`config.mk`:
```
export PLATFORM = sky130hd
export DESIGN_NAME = pulse_channel_apu
export DESIGN_NICKNAME = d
export VERILOG_FILES = /design/src/rtl/pca_pkg.sv /design/src/rtl/pca_ctrl.sv /design/src/rtl/pca_dp.sv /design/src/rtl/pulse_channel_apu.sv
export VERILOG_INCLUDE_DIRS = /design/src /design/src/rtl
export SDC_FILE = /design/constraint.sdc
export NUM_CORES = 1
export LEC_CHECK = 0
export BUFFER_PORTS_ARGS = -buffer_cell sky130_fd_sc_hd__buf_2
export CORE_ASPECT_RATIO = 1.5
export CORE_UTILIZATION = 60
export DETAILED_ROUTE_END_ITERATION = 7
export PLACE_DENSITY = 0.78
export SYNTH_ARGS = -nofsm -noshare
export SYNTH_HDL_FRONTEND = slang
export SYNTH_HIERARCHICAL = 1
export SYNTH_SLANG_ARGS = --single-unit
```
`constraint.sdc`:
```
create_clock -name clk_i -period 4.9 [get_ports clk_i]
set_clock_uncertainty 0.05 [all_clocks]
set_input_delay 0.735 -clock clk_i [delete_from_list [all_inputs] [get_ports clk_i]]
set_output_delay 0.735 -clock clk_i [all_outputs]
set_load 0.005 [all_outputs]
```
`src/rtl/assert_macros.svh`:
```
// assertion macros for the pulse channel block
`ifndef ASSERT_MACROS_SVH
`define ASSERT_MACROS_SVH
`ifndef NO_ASSERTIONS
`define PCA_ASSERT(lbl, prop, msg) \
  lbl: assert property (@(posedge clk_i) disable iff (!rst_ni) prop) else $error(msg);
`define PCA_ASSERT_ANY(lbl, prop, msg) \
  lbl: assert property (@(posedge clk_i) prop) else $error(msg);
`else
`define PCA_ASSERT(lbl, prop, msg)
`define PCA_ASSERT_ANY(lbl, prop, msg)
`endif
`endif

```
`src/rtl/pca_pkg.sv`:
```
// shared types, codes and the duty table of the pulse channel
package pca_pkg;
  localparam int unsigned CyclesPerSample = 87;
  localparam int unsigned FramePeriod     = 8192;
  localparam int unsigned MaxResults      = 16;

  localparam logic [1:0] FUNC_WRITE = 2'd0;
  localparam logic [1:0] FUNC_READ  = 2'd1;
  localparam logic [1:0] FUNC_ADV   = 2'd2;

  localparam logic [15:0] ADDR_DUTY_LEN = 16'hFF16;
  localparam logic [15:0] ADDR_VOL_ENV  = 16'hFF17;
  localparam logic [15:0] ADDR_PER_LO   = 16'hFF18;
  localparam logic [15:0] ADDR_PER_HI   = 16'hFF19;
  localparam logic [15:0] ADDR_POWER    = 16'hFF26;

  // controller to datapath
  typedef struct packed {
    logic do_write;
    logic do_read;
    logic do_adv;
    logic frame_step;
    logic period_step;
    logic period_done;
    logic emit;
  } pca_cmd_t;

  // datapath to controller
  typedef struct packed {
    logic frame_pending;
    logic period_pending;
    logic sample_pending;
  } pca_sts_t;

  // standard duty patterns, position 0 is the leftmost bit
  function automatic logic duty_bit(input logic [1:0] duty, input logic [2:0] pos);
    logic [7:0] pat;
    case (duty)
      2'd0:    pat = 8'b00000001;
      2'd1:    pat = 8'b10000001;
      2'd2:    pat = 8'b10000111;
      default: pat = 8'b01111110;
    endcase
    return pat[3'd7 - pos];
  endfunction
endpackage

```
`src/rtl/pca_ctrl.sv`:
```
// sequencer for the pulse channel: input accept, frame, period and sample phases
module pca_ctrl (
  input  logic              clk_i,
  input  logic              rst_ni,
  input  logic              in_valid_i,
  output logic              in_ready_o,
  input  logic [1:0]        func_i,
  output logic              out_valid_o,
  input  logic              out_ready_i,
  input  pca_pkg::pca_sts_t sts_i,
  output pca_pkg::pca_cmd_t cmd_o
);
  import pca_pkg::*;

  typedef enum logic [3:0] {
    S_IDLE   = 4'b0001,
    S_FRAME  = 4'b0010,
    S_PERIOD = 4'b0100,
    S_SAMPLE = 4'b1000
  } state_e;

  state_e state_q, state_d;
  logic   out_valid_q, out_valid_d;
  logic   slot_free, acc;

  assign slot_free   = !out_valid_q || out_ready_i;
  assign in_ready_o  = (state_q == S_IDLE) && slot_free;
  assign acc         = in_valid_i && in_ready_o;
  assign out_valid_o = out_valid_q;

  // next state and commands
  always_comb begin
    state_d = state_q;
    cmd_o   = '0;
    unique case (state_q)
      S_IDLE: begin
        if (acc) begin
          case (func_i)
            FUNC_WRITE: cmd_o.do_write = 1'b1;
            FUNC_READ:  cmd_o.do_read  = 1'b1;
            FUNC_ADV: begin
              cmd_o.do_adv = 1'b1;
              state_d      = S_FRAME;
            end
            default: ;
          endcase
        end
      end
      S_FRAME: begin
        if (sts_i.frame_pending) cmd_o.frame_step = 1'b1;
        else state_d = S_PERIOD;
      end
      S_PERIOD: begin
        if (sts_i.period_pending) cmd_o.period_step = 1'b1;
        else begin
          cmd_o.period_done = 1'b1;
          state_d           = S_SAMPLE;
        end
      end
      S_SAMPLE: begin
        if (!sts_i.sample_pending) state_d = S_IDLE;
        else if (slot_free) cmd_o.emit = 1'b1;
      end
      default: state_d = S_IDLE;
    endcase
  end

  // output beat valid
  always_comb begin
    out_valid_d = out_valid_q;
    if (out_valid_q && out_ready_i) out_valid_d = 1'b0;
    if (cmd_o.do_read || cmd_o.emit) out_valid_d = 1'b1;
  end

  always_ff @(posedge clk_i or negedge rst_ni) begin
    if (!rst_ni) begin
      state_q     <= S_IDLE;
      out_valid_q <= 1'b0;
    end else begin
      state_q     <= state_d;
      out_valid_q <= out_valid_d;
    end
  end
endmodule

```
`src/rtl/pca_dp.sv`:
```
// channel registers, timers and output beat register of the pulse channel
module pca_dp #(
  parameter int unsigned SAMPLE_PERIOD = pca_pkg::CyclesPerSample,
  parameter int unsigned FRAME_PERIOD  = pca_pkg::FramePeriod
) (
  input  logic              clk_i,
  input  logic              rst_ni,
  input  pca_pkg::pca_cmd_t cmd_i,
  output pca_pkg::pca_sts_t sts_o,
  input  logic [15:0]       reg_address_i,
  input  logic [7:0]        write_data_i,
  input  logic [7:0]        cycle_count_i,
  output logic              kind_o,
  output logic [3:0]        sample_level_o,
  output logic [7:0]        read_data_o,
  output logic              last_o
);
  import pca_pkg::*;

  localparam int unsigned FCW = $clog2(FRAME_PERIOD + 256);
  localparam int unsigned SCW = $clog2(SAMPLE_PERIOD + 256);
  localparam int unsigned NW  = $clog2(MaxResults + 1);
  localparam logic [FCW-1:0] FP  = FCW'(FRAME_PERIOD);
  localparam logic [SCW-1:0] CPS = SCW'(SAMPLE_PERIOD);

  logic           power_q, power_d;
  logic [FCW-1:0] fcnt_q, fcnt_d;
  logic [2:0]     fstep_q, fstep_d;
  logic [SCW-1:0] scnt_q, scnt_d;
  logic [7:0]     dl_q, dl_d, ve_q, ve_d, plo_q, plo_d, phi_q, phi_d;
  logic           en_q, en_d, len_en_q, len_en_d;
  logic [6:0]     len_q, len_d;
  logic [3:0]     vol_q, vol_d;
  logic           env_up_q, env_up_d;
  logic [2:0]     env_per_q, env_per_d, env_cd_q, env_cd_d;
  logic [2:0]     duty_q, duty_d;
  logic [14:0]    pcd_q, pcd_d;
  logic [16:0]    t_q, t_d;
  logic [NW-1:0]  n_q, n_d;
  logic           kind_q, last_q;
  logic [3:0]     lvl_q;
  logic [7:0]     rd_q;

  logic [13:0]    reload, reload_trig;
  logic [2:0]     fstep_nx, cd_dec;
  logic [SCW-1:0] srem;
  logic [3:0]     level;

  function automatic logic [13:0] reload_of(input logic [2:0] hi, input logic [7:0] lo);
    logic [11:0] diff;
    diff = 12'd2048 - {1'b0, hi, lo};
    return {diff, 2'b00};
  endfunction

  assign reload      = reload_of(phi_q[2:0], plo_q);
  assign reload_trig = reload_of(write_data_i[2:0], plo_q);
  assign fstep_nx    = fstep_q + 3'd1;
  assign cd_dec      = env_cd_q - 3'd1;
  assign srem        = scnt_q - CPS;
  assign level       = (en_q && duty_bit(dl_q[7:6], duty_q)) ? vol_q : 4'd0;

  assign sts_o.frame_pending  = fcnt_q >= FP;
  assign sts_o.period_pending = en_q && (t_q[16] || (t_q == 17'd0));
  assign sts_o.sample_pending = (scnt_q >= CPS) && (n_q < NW'(MaxResults));

  // channel state update
  always_comb begin
    power_d = power_q; fcnt_d = fcnt_q; fstep_d = fstep_q; scnt_d = scnt_q;
    dl_d = dl_q; ve_d = ve_q; plo_d = plo_q; phi_d = phi_q;
    en_d = en_q; len_en_d = len_en_q; len_d = len_q; vol_d = vol_q;
    env_up_d = env_up_q; env_per_d = env_per_q; env_cd_d = env_cd_q;
    duty_d = duty_q; pcd_d = pcd_q; t_d = t_q; n_d = n_q;

    // register writes and trigger
    if (cmd_i.do_write) begin
      unique case (reg_address_i)
        ADDR_DUTY_LEN: dl_d = write_data_i;
        ADDR_VOL_ENV: begin
          ve_d      = write_data_i;
          vol_d     = write_data_i[7:4];
          env_up_d  = write_data_i[3];
          env_per_d = write_data_i[2:0];
        end
        ADDR_PER_LO: plo_d = write_data_i;
        ADDR_PER_HI: begin
          phi_d    = write_data_i;
          len_en_d = write_data_i[6];
          if (write_data_i[7]) begin
            en_d      = 1'b1;
            len_d     = 7'd64 - {1'b0, dl_q[5:0]};
            env_up_d  = ve_q[3];
            env_per_d = ve_q[2:0];
            env_cd_d  = ve_q[2:0];
            vol_d     = ve_q[7:4];
            duty_d    = 3'd0;
            pcd_d     = {1'b0, reload_trig};
          end
        end
        ADDR_POWER: begin
          if (write_data_i[7]) power_d = 1'b1;
          else begin
            power_d = 1'b0;
            dl_d = '0; ve_d = '0; plo_d = '0; phi_d = '0;
          end
        end
        default: ;
      endcase
    end

    // advance entry: add cycles to both counters, start period countdown
    if (cmd_i.do_adv) begin
      fcnt_d = fcnt_q + FCW'(cycle_count_i);
      scnt_d = scnt_q + SCW'(cycle_count_i);
      t_d    = {2'b00, pcd_q} - {9'd0, cycle_count_i};
      n_d    = '0;
    end

    // one frame sequencer step
    if (cmd_i.frame_step) begin
      fcnt_d  = fcnt_q - FP;
      fstep_d = fstep_nx;
      if (!fstep_nx[0] && len_en_q && (len_q != 7'd0)) begin
        len_d = len_q - 7'd1;
        if (len_q == 7'd1) en_d = 1'b0;
      end
      if ((fstep_nx == 3'd7) && en_q && (env_per_q != 3'd0)) begin
        env_cd_d = cd_dec;
        if (cd_dec == 3'd0) begin
          env_cd_d = env_per_q;
          if (env_up_q) begin
            if (vol_q != 4'd15) vol_d = vol_q + 4'd1;
          end else if (vol_q != 4'd0) begin
            vol_d = vol_q - 4'd1;
          end
        end
      end
    end

    // one period reload and duty step
    if (cmd_i.period_step) begin
      t_d    = t_q + {3'd0, reload};
      duty_d = duty_q + 3'd1;
    end
    if (cmd_i.period_done && en_q) pcd_d = t_q[14:0];

    // one sample
    if (cmd_i.emit) begin
      scnt_d = srem;
      n_d    = n_q + NW'(1);
    end
  end

  always_ff @(posedge clk_i or negedge rst_ni) begin
    if (!rst_ni) begin
      power_q <= 1'b1; fcnt_q <= '0; fstep_q <= '0; scnt_q <= '0;
      dl_q <= '0; ve_q <= '0; plo_q <= '0; phi_q <= '0;
      en_q <= 1'b0; len_en_q <= 1'b0; len_q <= '0; vol_q <= '0;
      env_up_q <= 1'b0; env_per_q <= '0; env_cd_q <= '0;
      duty_q <= '0; pcd_q <= '0; t_q <= '0; n_q <= '0;
    end else begin
      power_q <= power_d; fcnt_q <= fcnt_d; fstep_q <= fstep_d; scnt_q <= scnt_d;
      dl_q <= dl_d; ve_q <= ve_d; plo_q <= plo_d; phi_q <= phi_d;
      en_q <= en_d; len_en_q <= len_en_d; len_q <= len_d; vol_q <= vol_d;
      env_up_q <= env_up_d; env_per_q <= env_per_d; env_cd_q <= env_cd_d;
      duty_q <= duty_d; pcd_q <= pcd_d; t_q <= t_d; n_q <= n_d;
    end
  end

  // output beat register
  always_ff @(posedge clk_i) begin
    if (cmd_i.do_read) begin
      kind_q <= 1'b1;
      lvl_q  <= 4'd0;
      rd_q   <= {power_q, 3'b111, 2'b00, en_q, 1'b0};
      last_q <= 1'b1;
    end else if (cmd_i.emit) begin
      kind_q <= 1'b0;
      lvl_q  <= level;
      rd_q   <= 8'd0;
      last_q <= (srem < CPS) || (n_q == NW'(MaxResults - 1));
    end
  end

  assign kind_o         = kind_q;
  assign sample_level_o = lvl_q;
  assign read_data_o    = rd_q;
  assign last_o         = last_q;
endmodule

```
`src/rtl/pulse_channel_apu.sv`:
```
// Pulse channel sound unit: one item per beat; writes and reads are handled without leaving idle.
// An advance runs the frame, period and sample phases in turn: F frame steps (<= 1),
// P period reloads (<= 64), S samples (<= 3), one per cycle, samples only while the output slot is free.
// A status read beat appears the cycle after accept; next input accepted once idle and the output slot is free.
// Reset: asynchronous active low; power on, all channel state and counters cleared.
module pulse_channel_apu #(
  parameter int unsigned SAMPLE_PERIOD = pca_pkg::CyclesPerSample,
  parameter int unsigned FRAME_PERIOD  = pca_pkg::FramePeriod
) (
  input  logic        clk_i,
  input  logic        rst_ni,
  input  logic        in_valid_i,
  output logic        in_ready_o,
  input  logic [1:0]  func_i,
  input  logic [15:0] reg_address_i,
  input  logic [7:0]  write_data_i,
  input  logic [7:0]  cycle_count_i,
  output logic        out_valid_o,
  input  logic        out_ready_i,
  output logic        kind_o,
  output logic [3:0]  sample_level_o,
  output logic [7:0]  read_data_o,
  output logic        last_o
);
  import pca_pkg::*;
  `include "assert_macros.svh"

  pca_cmd_t cmd;
  pca_sts_t sts;

  pca_ctrl u_ctrl (
    .clk_i, .rst_ni, .in_valid_i, .in_ready_o, .func_i,
    .out_valid_o, .out_ready_i, .sts_i(sts), .cmd_o(cmd)
  );

  pca_dp #(
    .SAMPLE_PERIOD(SAMPLE_PERIOD),
    .FRAME_PERIOD(FRAME_PERIOD)
  ) u_dp (
    .clk_i, .rst_ni, .cmd_i(cmd), .sts_o(sts),
    .reg_address_i, .write_data_i, .cycle_count_i,
    .kind_o, .sample_level_o, .read_data_o, .last_o
  );

  `PCA_ASSERT(a_emit_busy, cmd.emit |-> !in_ready_o, "sample emitted while accepting input")
  `PCA_ASSERT(a_adv_busy, cmd.do_adv |=> !in_ready_o, "input accepted during an advance")
  `PCA_ASSERT(a_read_last, (out_valid_o && kind_o) |-> last_o, "status beat not marked last")
  `PCA_ASSERT(a_ready_slot, in_ready_o |-> (!out_valid_o || out_ready_i),
              "input accepted with output slot full")
endmodule

```
==> results by group <==
CTS
  – Total clock buffers created by CTS: 17
  – Clk buf depth: 2
  – CTS tree: yes
  – Reg clk slew, reported paths: roughly 0.06 ns
  – Clock latency at the later pin of the worst-skew pair: 0.42 ns
  – Gates resized, CTS repair: 0
  – Clk root buf: clkbuf_16
  – Clk sinks: 127
  – # H-tree levels: 4
  – Postcts setup bufs: 0
  – Hold buffers post-CTS: 0

Power and ir drop
  – Peak VDD IR: 0.215 mV
  – Cell Pwr Density: ~400 nW/um2
  – Static Leakage: between 4 and 5 nW

Critical path
  – Req. time, crit path: 5.15 ns
  – Crit end category: flop
  – Worst setup SP type: flop
  – Setup Crit Path Kind: reg -> reg
  – CP max FO: 20
  – Critical path arrival: 3.68 ns
  – R2R depth: 11

Global route
  – Vias in the first global route: 7381
  – Gr ovfl total: 0
  – First-pass GRT wire length: between 30000 and 40000 um
  – Initial antenna violation count: 0
  – Largest net degree at the start of global routing: 47
  – Total GRT Usage: 30.0%

Cells and area
  – Layout Cells excl Fill: ~1200
  – Layout cells sized above 1: 11.7%
  – Fill cell count: ~1100
  – Area Growth Syn to Fin: 11.4%
  – Design area: around 9500 um2
  – Final #Nets: 1114
  – Antenna diodes: 0

Placement
  – Port bufs: 50
  – Post-DP HPWL: 15600 um
  – Placed cell count: 1163
  – DP Area: 8920 um2
  – Final GP Congestion: between 0.9 and 1

Yosys
  – Simple-Gate Fraction of Synth Area: 20.0%
  – Synth top area cells: dfrtp_1, ha_1, nand2_1, xnor2_1, o21ai_0
  – EDFF count, synth: 2
  – Mapped Cells: just under 1000
  – Complex-gate fraction of the synthesized area: 19.0%
  – Post-Syn Area per Cell: 8.74 um2
  – Synthesized area: 8540 um2
  – Yosys reg bits: 127
  – Synth area leader: dfrtp_1
  – Most common cell in the netlist: nand2_1
  – Largest family of logic cells by synthesized area: simple AND/OR/NAND/NOR gates
  – Post-synthesis async set-or-reset flop share: 93.7%
  – Yosys warns: 6
  – Post-synth top cells: nand2_1, dfrtp_1, nor2_1
  – Seq/Total Area, Yosys: a little under two fifths
  – Multiplexer area fraction after synthesis: 4.26%
  – Synth Area in XOR/XNOR: under 10%
  – Area share of the largest cell type after synthesis: about a third
  – Post-synthesis adder-cell area fraction: approximately 9%
  – Ys flop type: dfrtp_1
  – Synth cell types: 77

Detailed routing
  – Routed length per instance: 17.7 um
  – Final antenna-violating net count: 0
  – DRC Markers: 0
  – Vias per std cell: 6.20
  – DRT Pass-1 Iters: 5
  – Initial drt markers: 320
  – Drt total wl: 21100 um
  – Total number of vias: 7412

STA
  – Fin. Hold Viols: 0
  – Smallest hold slack: between 0.2 and 0.25 ns
  – Final Cycle Share: 70.0%
  – Finish-stage setup viols: 0
  – RSZ-0062 raised after global routing: false
  – Fmax: 0.292 GHz
  – Slew margin rel.: 38.9%
  – Tmin final: 3.43 ns
  – Final Max Tran Viols: 0
  – Worst-Margin Slew: a little over 0.9 ns
  – Setup TNS: 0 ns

Floorplan
  – Row count: 53
  – Die Span X: 99.4 um
  – Ports: 54
  – Chip height: roughly 150 um
  – Initial Util: between 60 and 70%
  – Die footprint: around 15000 um2
  – Core Box Area: 13900 um2

Status
  – Outcome: complete, no violations

Job
  – Max-cap violations: 0

Worst hold path
  – Worst hold path type: in -> async
[path summary, 6_finish.rpt]
kind                                    from              end  slack [ns]
min in group clk_i           u_dp/fcnt_q[10]  u_dp/fcnt_q[10]        0.41
min                                   rst_ni   u_dp/fcnt_q[4]        0.20
max in group asynchronous             rst_ni    u_dp/phi_q[2]        3.63
min reg2reg                  u_dp/fcnt_q[10]  u_dp/fcnt_q[10]        0.41
max                        u_ctrl/state_q[0]    u_dp/len_q[4]        1.47
max reg2reg                u_ctrl/state_q[0]    u_dp/len_q[4]        1.47
[cell type report]
cell class                      instances  area [um2]  area share (%)
Timing Repair Buffer                   61         335            3.52
Clock inverter                         11         139            1.46
Clock buffer                           21         460            4.84
Inverter                               51         191            2.01
Tap cell                              165         206            2.17
Sequential cell                       127        3160            33.2
Multi-Input combinational cell        759        5020            52.8
[critical path, cell delays in order (launching register included)]
cell     delay (ns)
dfstp_2        0.59
nor2b_1        0.21
and3b_1        0.20
nand2_1        0.10
nor3_1         0.15
buf_4          0.17
inv_1          0.09
or2_2          0.37
or3_1          0.70
nor2_1         0.44
a32oi_1        0.11
o21a_1         0.14
[flip-flops by register name (all words and copies together) (netlist names), 4 cells and up]
name                 flops
u_dp/pcd_q              15
u_dp/scnt_q              9
u_dp/dl_q                8
u_dp/fcnt_q             14
u_dp/ve_q                8
u_dp/plo_q               8
u_dp/len_q               7
u_dp/n_q                 5
u_dp/t_q                17
u_dp/vol_q               4
u_ctrl/state_q           4
u_dp/sample_level_o      4
[cell families (layout without fill, tap and decap cells)]
| logic type | count (synthesis) | count (layout) |
|---|---|---|
| other | 1 | 3 |
| adders and majority gates | 59 | 59 |
| muxes | 34 | 34 |
| and+or+nand+nor | 350 | 350 |
| buffers and inverters | 93 | 144 |
| DFF | 127 | 127 |
| AOI/OAI and AO/OA | 252 | 252 |
| xor gates and xnor gates | 61 | 61 |
[where the power goes]
group	switching (mW)	internal [mW]
clock network	0.463	0.822
logic	0.617	0.508
registers	0.197	1.20
total	1.28	2.53
[routing by layer]
metal / part of all wire, % / vias up / global-route usage, %
met4: 4.2 / 0 / 15.9
met1: 39 / 3589 / 31.7
met5: 0 / - / 0
li1: - / 3572 / -
met2: 53 / 192 / 56.0
met3: 3.4 / 59 / 5.22
[cell usage in the layout (no fill, tap or decap), drive strengths merged, types with 5 or more instances in the layout]
| cell type | Yosys | final |
|---|---|---|
| mux2 | 13 | 13 |
| and3 | 8 | 8 |
| nor4 | 13 | 13 |
| buf | 7 | 61 |
| clkbuf | 35 | 21 |
| a21o | 8 | 8 |
| mux2i | 21 | 21 |
| a21oi | 58 | 58 |
| a211oi | 13 | 13 |
| dfxtp | 6 | 6 |
| xnor2 | 42 | 42 |
| ha | 55 | 55 |
| o21a | 10 | 10 |
| nor3b | 6 | 6 |
| o211ai | 7 | 7 |
| o22ai | 5 | 5 |
| nand2 | 121 | 121 |
| a22oi | 9 | 9 |
| nor2b | 9 | 9 |
| or4 | 6 | 6 |
| clkinv | 1 | 7 |
| xor2 | 19 | 19 |
| o21bai | 5 | 5 |
| nand3b | 6 | 6 |
| nor2 | 78 | 78 |
| o31ai | 5 | 5 |
| o21ai | 68 | 68 |
| a22o | 10 | 10 |
| a31oi | 22 | 22 |
| nand2b | 20 | 20 |
| nand3 | 21 | 21 |
| or3 | 7 | 7 |
| dfrtp | 117 | 117 |
| nor4b | 5 | 5 |
| nor3 | 30 | 30 |
| inv | 50 | 50 |
[per-stage QoR]
step / setup WS, ns / total power, mW / utilization, %
2_1_floorplan: 1.72 / 2.22 / -
3_3_place_gp: 1.44 / 2.47 / 64.0
3_5_place_dp: 1.40 / 2.51 / 64.0
4_1_cts: 1.49 / 3.81 / 68.3
5_1_grt: 1.21 / 4.02 / 68.3
6_report: 1.47 / 3.80 / 68.3
No activity file was read; power rests on OpenSTA's default activity.
